===== config.mk =====
export PLATFORM = sky130hd
export DESIGN_NAME = itp_edge_unit
export DESIGN_NICKNAME = d
export VERILOG_FILES = /design/src/rtl/itp_pkg.sv /design/src/rtl/itp_edge_unit.sv
export SDC_FILE = /design/constraint.sdc
export NUM_CORES = 1
export LEC_CHECK = 0
export ABC_AREA = 1
export ABC_CLOCK_PERIOD_IN_PS = 3000
export BUFFER_PORTS_ARGS = -buffer_cell sky130_fd_sc_hd__buf_2
export CAP_MARGIN = 20
export CORE_AREA = 2 2 111 113
export DETAILED_ROUTE_END_ITERATION = 10
export DIE_AREA = 0 0 113 115
export GPL_TIMING_DRIVEN = 1
export SYNTH_ARGS = -nofsm -noshare
export SYNTH_HDL_FRONTEND = slang
export SYNTH_SLANG_ARGS = --single-unit
export TNS_END_PERCENT = 10

===== constraint.sdc =====
create_clock -name vclk -period 3
set_clock_uncertainty 0.2 [all_clocks]
set_input_delay 0 -clock vclk [all_inputs]
set_output_delay 0 -clock vclk [all_outputs]
set_load 0.05 [all_outputs]

===== src/rtl/itp_pkg.sv =====
// ----------------------------------------------------------------------------
// itp_pkg: shared constants and types of the isometric tile picker
// Grid geometry, accumulator width, table reset values, the sequencer
// states and the tile store request word.
// ----------------------------------------------------------------------------
package itp_pkg;

  localparam int TILE_W = 128;
  localparam int TILE_H = 64;
  localparam int COLS   = 16;
  localparam int ROWS   = 32;
  localparam int NTILES = ROWS * COLS;

  localparam int IDX_W = (NTILES > 1) ? $clog2(NTILES) : 1;
  localparam int COL_W = (COLS > 1) ? $clog2(COLS) : 1;

  // Bound on |a| + |b| of the edge terms over the whole grid and input range.
  localparam int ACC_MAG = (TILE_W + TILE_H) * 65536 + TILE_W * TILE_H * (2 * COLS + ROWS + 1);
  localparam int ACC_W   = $clog2(ACC_MAG) + 2;

  localparam logic signed [ACC_W-1:0] WH_C  = ACC_W'(TILE_W * TILE_H);
  localparam logic signed [ACC_W-1:0] WH2_C = ACC_W'(2 * TILE_W * TILE_H);
  localparam logic signed [ACC_W-1:0] KX_C  = ACC_W'(2 * TILE_H);
  localparam logic signed [ACC_W-1:0] KY_C  = ACC_W'(2 * TILE_W);

  localparam logic [7:0] DRAW_RST = 8'd2;
  localparam logic [7:0] OPT_RST  = 8'd0;

  typedef enum logic [1:0] {
    ST_CLEAR,
    ST_IDLE,
    ST_SCAN,
    ST_DONE
  } itp_state_e;

  typedef struct packed {
    logic             we;
    logic [IDX_W-1:0] addr;
    logic [7:0]       draw;
    logic [7:0]       opt;
  } itp_store_req_t;

endpackage


===== src/rtl/itp_edge_unit.sv =====
// ----------------------------------------------------------------------------
// itp_edge_unit: diamond containment test
// Takes the scaled horizontal term a = 2H*ex and vertical term b = 2W*ey of
// one tile and reports whether the point lies strictly inside its diamond.
// ----------------------------------------------------------------------------
module itp_edge_unit (
  input  logic signed [itp_pkg::ACC_W-1:0] a_i,
  input  logic signed [itp_pkg::ACC_W-1:0] b_i,
  output logic                             inside_o
);
  import itp_pkg::*;

  logic signed [ACC_W-1:0] diff;
  logic signed [ACC_W-1:0] sum;

  // The diamond's edge lines reduce to |a - b| < W*H and |a + b| < W*H.
  assign diff = a_i - b_i;
  assign sum  = a_i + b_i;

  assign inside_o = (diff < WH_C) && (diff > -WH_C) && (sum < WH_C) && (sum > -WH_C);

endmodule


# Yosys cells after proc, flatten, opt, wreduce, memory -nomap -nowiden
# Cells that the tools add are included.
word_totals:
  reg_bits: 0
  input_bits: 52
  output_inout_bits: 1
  elab_cells: 9
op_classes:
  add_sub_neg: 2
  magnitude_cmp: 4
  reduce_logical: 3
op_table:
  columns: ["op", "n"]
  rows:
  - ["$gt 26x14->1 const B", 2]
  - ["$lt 26x15->1 const B", 2]
  - ["$add 26x26->26", 1]
  - ["$sub 26x26->26", 1]
  - ["$logic_and 1x1->1", 3]

# Depth between registers and ports, before layout
# Gate-level depths: netlist of the first run.
logic_depth:
  ltp_word: 5
  ltp_mapped: 21
  ltp_nobuf: 20

# Least setup slack after synthesis of the first run
# No wires, ideal clock.
synth_timing:
  path_kind: "input-to-output"
  from: "in a_i[0] (netlist name)"
  to: "out inside_o"
  arrival_ps: 2288
  t_required_ps: 2800
  slack_ps: 512
  stages: 19
  path_buffers: 0
  cell_sequence: "inv_1 -> ha_1 -> inv_1 -> fa_1 -> nand3_1 -> nand3_1 -> nand2_1 -> nand2_1 -> nand2_1 -> nand2_1 -> nand2_1 -> nand2_1 -> nor2_1 -> nand2_1 -> nor2_1 -> nand3_1 -> nor2_1 -> nor2_1 -> nor2_1"
synth_between:
  elab_chain_len: 5
  elab_cells_between_ends: 9
  classes_between: "add/sub: 2; order compare: 4; reduce/logical: 3"
synth_lines:
  columns: ["element", "line_no", "rtl"]
  rows:
  - ["start, declared", "itp_edge_unit.sv:7", "input logic signed [itp_pkg::ACC_W-1:0] a_i,"]
  - ["$sub 26x26->26", "itp_edge_unit.sv:17", "assign diff = a_i - b_i;"]
  - ["$lt 26x15->1 or $gt 26x14->1 (tied branches)", "itp_edge_unit.sv:20", "assign inside_o = (diff < WH_C) && (diff > -WH_C) && (sum < WH_C) && (sum > -WH_C);"]
  - ["$logic_and 1x1->1 (2 in series)", "itp_edge_unit.sv:20", null]
  - ["$logic_and 1x1->1 *", "itp_edge_unit.sv:20", null]
  - ["end, declared", "itp_edge_unit.sv:9", "output logic inside_o"]
# Mark *: on every way between the ends. The rest lies on a longest branch, timed or not.

# Final worst setup path of the first run
# Same ends and word-level chain as after synthesis.

==> impl_metrics.py, run 1 <==
metrics = {
    "min_path": {
        "holdCritPathClass": "in -> out",
        "hold_end": "inside_o",
        "whs_path_depth": 9,
        "min-delay-start": "a_i[25]",
    },
    "pwr": {
        "pwr-share-comb_pct": 100.0,
        "power_frac_seq_pct": 0,
        "pwr-share-clk_pct": 0,
        "vdd_drop_max_uv": 77.6,
        "power_switching_w": 0.000585,
        "p_int_w": 0.000280,
        "swShare_pct": 67.6,
        "p_per_area_nw_per_um2": 194,
        "p_leak_nw": 2.87,
    },
    "die": {
        "ios": 53,
        "die_x_um": 113,
        "floorplan.core_area_um2": 11800,
        "die-area_um2": 13000,
        "rows": 40,
        "start_util_pct": 34.3,
        "die_h_um": 115,
    },
    "final_layout": {
        "final_common_cell": "nand2_1",
        "num-fill-cells": 1411,
        "final_cell_mix": "339 x nand2_1, 176 x inv_1, 95 x nor2_1, 64 x nand3_1, 52 x buf_2",
        "syn2layout_area_growth_pct": 9.83,
        "seq_cells": 0,
        "finalNonFillerCells": 1045,
        "diodes": 0,
        "multi_input_area_um2": 3280,
        "seq_area_um2": 0,
        "drive_gt1_share_pct": 7.24,
        "clkbuf_count": 0,
        "post-route-util_pct": 37.6,
        "fin_nets": 1004,
    },
    "routing": {
        "wire_per_inst_um": 13.1,
        "route.detailed.drc": 0,
        "wl_mm": 13.7,
        "final_antenna_net_count": 0,
        "drtPass1Iterations": 5,
        "vias_per_cell": 4.88,
        "vias": 5104,
        "drt-initial-drc-count": 339,
    },
    "global_routing": {
        "grt.total_usage_pct": 20.7,
        "grt-ovfl-total": 0,
        "antenna_found_initial": 0,
        "grt_pass1_vias": 4554,
        "grt_max_degree": 11,
        "grt_pass1_wl_mm": 22.0,
    },
    "synth": {
        "syn_avg_cell_area_um2": 4.71,
        "yosysWarnings": 0,
        "synth_area_um2": 4050,
        "syn_nets": 963,
        "ys_types": 27,
        "yosys.area.top_type": "nand2_1",
        "yosys-top-cells-area": "nand2_1 31%, inv_1 16%, ha_1 15%",
        "synth_seq_area_share_pct": 0,
        "synth_top_area_share_pct": 31.4,
        "syn_inst": 859,
    },
    "critical_path": {
        "cp_slowest_cell": "fa_1",
        "crit_required_ns": 2.80,
        "cp_max_fo": 4,
        "crit_path_max_incr_delay_ns": 0.45,
        "crit_top_cell": "nand2_1",
        "crit_path_end_kind": "primary output",
        "cp_data_arrival_time_ns": 2.55,
        "crit_chain": "buf_2, ha_1, fa_1, nand2_1, nand2_1, nand3_1, nand2_1, nand2_1, nand3_2, nand2_1, nand3_1, nand2_1, nand3_1, nor2_1, nand2_1, nand2_1, nand2_1, nor2_1, buf_6",
        "startpoint_type": "input port",
        "critical_path_class": "in -> out",
    },
    "timing": {
        "final_max_slew_viol_count": 0,
        "setup_slack_ns": 0.247,
        "fin_crit_ns": 2.75,
        "setup_viol": 0,
        "worst_pin_slew_ns": 0.429,
        "fmax_ghz": 0.363,
        "hold_viol": 0,
        "slew_headroom_pct": 71.2,
        "fin_crit_sh_pct": 91.8,
    },
    "place": {
        "gp_congestion": 0.958,
        "dpl.hpwl_mm": 12.1,
        "io_buffers": 53,
        "dp.cells": 1045,
        "place_ws_ns": 0.240,
    },
    "clocking": {
        "hold_buffers": 0,
    },
    "job": {
        "cap_violations": 0,
    },
    "run_status": {
        "status": "finished clean",
    },
}
## power groups by stage
stage / combinational, W / clock, W / sequential, W
final: 0.000864 / 0 / 0
after global routing: 0.000977 / 0 / 0
after CTS: 0.000849 / 0 / 0
after detailed placement: 0.000844 / 0 / 0
after global placement: 0.000850 / 0 / 0
after floorplan: 0.000607 / 0 / 0
## worst max-delay path: cells and delay by family
kind                       cells  cell delay [ns]
adders and majority gates      2             0.73
buffers and inverters          2             0.29
and+or+nand+nor               15             1.54
## kinds of logic after synthesis
logic type | count (synthesis) | share of synthesized area, %
AO/OA/AOI/OAI | 57 | 7.48
XOR/XNOR | 11 | 2.38
adder cells (fa/ha/maj) | 52 | 16.4
buffers and inverters | 199 | 19.1
AND/OR/NAND/NOR | 540 | 54.6
## routing by layer
layer / vias to the layer above / share of wire (%) / GRT usage [%]
li1: 2686 / - / -
met1: 2222 / 49 / 30.4
met2: 184 / 43 / 34.9
met3: 12 / 5.9 / 0.158
met4: 0 / 1.6 / 2.93
met5: - / 0 / 0
## synth_stat cells, types with 2 or more instances
| cell type | instances |
|---|---|
| a21oi_1 | 39 |
| ha_1 | 50 |
| nand3b_1 | 2 |
| o21ai_1 | 2 |
| inv_2 | 4 |
| nor2_1 | 95 |
| buf_2 | 14 |
| o21bai_1 | 7 |
| o21ai_0 | 9 |
| clkbuf_2 | 3 |
| nand3_1 | 65 |
| nand2_1 | 339 |
| inv_1 | 176 |
| xor2_1 | 10 |
| fa_1 | 2 |
| nand4_1 | 23 |
| nor3_1 | 9 |
## how the worst max path moves through the flow
stage | to | from | cells past startpoint | slack (ns)
5_1_grt | inside_o | a_i[0] | 21 | -0.02
2_1_floorplan | inside_o | a_i[0] | 19 | 0.51
3_5_place_dp | inside_o | a_i[0] | 19 | 0.24
3_3_place_gp | inside_o | a_i[13] | 18 | 0.22
6_report | inside_o | a_i[0] | 19 | 0.25
4_1_cts | inside_o | a_i[0] | 19 | 0.23
## final cells by class
class | count | area share [%]
multi-input cells | 660 | 73.8
well taps | 147 | 4.14
repair buffers | 57 | 6.78
inverters | 181 | 15.3
## metrics by stage
step	instance area, um2	total power (W)	TNS (ns)	hold slack, ns
final	4450	0.000864	0	0.545
after detailed placement	4430	0.000844	0	0.577
after global routing	4450	0.000977	-0.0164	0.594
after global placement	4430	0.000850	0	0.586
after CTS	4430	0.000849	0	0.583
after floorplan	4050	0.000607	0	0.305
## repair_timing
item                                    CTS  global route
resized for setup                         0             4
endpoints found under the setup margin    0             1
setup buffers                             0             0
No activity file was read; power rests on OpenSTA's default activity.
==> run 2, diff against run 1 <==
--- a/config.mk
+++ b/config.mk
@@ -13,6 +13,7 @@
 export DETAILED_ROUTE_END_ITERATION = 10
 export DIE_AREA = 0 0 113 115
 export GPL_TIMING_DRIVEN = 1
+export PLACE_DENSITY_LB_ADDON = 0.1
 export SYNTH_ARGS = -nofsm -noshare
 export SYNTH_HDL_FRONTEND = slang
 export SYNTH_SLANG_ARGS = --single-unit
==> run 2 against run 1 <==
- the run now ends with design-rule violations left
- global-route usage grew 0.52 points
- first-iteration DRC count grew 1.5%
- clock-buffer cell count is the same
- critical path depth is the same
- design area shrank 0.42%
- wire length grew 0.38%
- worst hold slack lost 0.025 ns
==> impl_metrics.py, run 2 (synthesis results as in run 1) <==
metrics = {
    "routing": {
        "vias": 4941,
        "final_antenna_net_count": 0,
        "drtPass1Iterations": 8,
        "wl_mm": 13.8,
        "route.detailed.drc": 3,
        "wire_per_inst_um": 13.2,
        "vias_per_cell": 4.74,
        "drt-initial-drc-count": 344,
    },
    "place": {
        "io_buffers": 53,
        "place_ws_ns": 0.271,
        "place_area_um2": 4420,
        "dpl.hpwl_mm": 12.2,
        "gp_congestion": 0.935,
    },
    "final_layout": {
        "final_area_um2": 4430,
        "syn2layout_area_growth_pct": 9.37,
        "seq_area_um2": 0,
        "fin_nets": 1002,
        "drive_gt1_share_pct": 7.03,
        "final_cell_mix": "339 x nand2_1, 176 x inv_1, 95 x nor2_1, 64 x nand3_1, 52 x buf_2",
        "final_common_cell": "nand2_1",
        "seq_cells": 0,
        "diodes": 0,
        "clkbuf_count": 0,
    },
    "min_path": {
        "holdCritPathClass": "in -> out",
    },
    "critical_path": {
        "cp_data_arrival_time_ns": 2.53,
        "crit_top_cell": "nand2_1",
        "cp_max_fo": 4,
        "crit_required_ns": 2.80,
        "crit_chain": "buf_2, inv_1, ha_1, inv_1, fa_1, nand3_1, nand3_2, nand2_1, nand2_1, nand2_1, nand2_1, nand2_1, nor3b_1, nand3_1, nor2_1, nor2_1, nor2_1, nor2_1, clkbuf_4",
        "cp_slowest_cell": "fa_1",
        "crit_path_end_kind": "primary output",
        "crit_path_max_incr_delay_ns": 0.41,
        "startpoint_type": "input port",
        "critical_path_class": "in -> out",
    },
    "die": {
        "rows": 40,
        "die-area_um2": 13000,
        "ios": 53,
        "start_util_pct": 34.3,
        "die_h_um": 115,
        "die_x_um": 113,
        "floorplan.core_area_um2": 11800,
    },
    "timing": {
        "worst_pin_slew_ns": 0.408,
        "rsz0062_at_grt": "no",
        "fin_crit_sh_pct": 90.8,
        "slew_headroom_pct": 72.5,
        "fmax_ghz": 0.367,
        "setup_viol": 0,
        "final_max_slew_viol_count": 0,
        "fin_crit_ns": 2.73,
        "setup_tns_ns": 0,
        "setup_slack_ns": 0.275,
        "hold_viol": 0,
    },
    "global_routing": {
        "grt.total_usage_pct": 21.2,
        "grt_pass1_vias": 4397,
        "grt_pass1_wl_mm": 22.2,
        "antenna_found_initial": 0,
        "grt-ovfl-total": 0,
        "grt_max_degree": 11,
    },
    "run_status": {
        "status": "complete, but fails checks",
        "violations": "design-rule violations",
    },
    "job": {
        "cap_violations": 0,
    },
    "pwr": {
        "vdd_drop_max_uv": 61.2,
        "p_per_area_nw_per_um2": 195,
        "p_leak_nw": 2.86,
    },
    "clocking": {
        "cts_setup_buffers": 0,
    },
}
-- run 2: metrics by stage --
stage | power [W] | hold slack [ns] | instances | util [%]
finish | 0.000862 | 0.519 | 1043 | 37.5
global route | 0.000981 | 0.628 | 1043 | 37.5
CTS | 0.000851 | 0.519 | 1043 | 37.4
detailed placement | 0.000847 | 0.517 | 1043 | 37.4
global placement | 0.000858 | 0.526 | 1043 | 37.4
floorplan | 0.000607 | 0.305 | 859 | -
-- run 2: path summary, 6_finish.rpt --
check	start	to	slack (ns)	cells after the start
max	a_i[0]	inside_o	0.27	19
min	a_i[25]	inside_o	0.52	9
-- run 2: layer usage --
metal	track usage, %	vias to the layer above	wire length [um]
li1	-	2679	-
met1	31.8	2116	6990
met2	35.1	134	5960
met3	0.158	12	609
met4	2.68	0	193
met5	0	-	0
-- run 2: layout make-up --
class,count,area (um2)
Fill cell,1479,7380
Tap cell,147,184
Inverter,181,679
Timing Repair Buffer,55,283
Multi-Input combinational cell,660,3280
-- run 2: what timing repair did --
item                       4_1_cts  5_1_grt
setup endpoints to repair        0        1
hold buffers                     0        0
resized for setup                0        2
-- run 2: critical path, delay by kind of cell --
kind	cells	cell delay, ns
fa+ha+maj	2	0.54
buf+inv	4	0.44
simple gates	13	1.53
-- run 2: report_power, final --
part           internal, W  switching [W]  total (W)
Combinational     0.000275       0.000587   0.000862
Clock                    0              0          0
Sequential               0              0          0
Total             0.000275       0.000587   0.000862
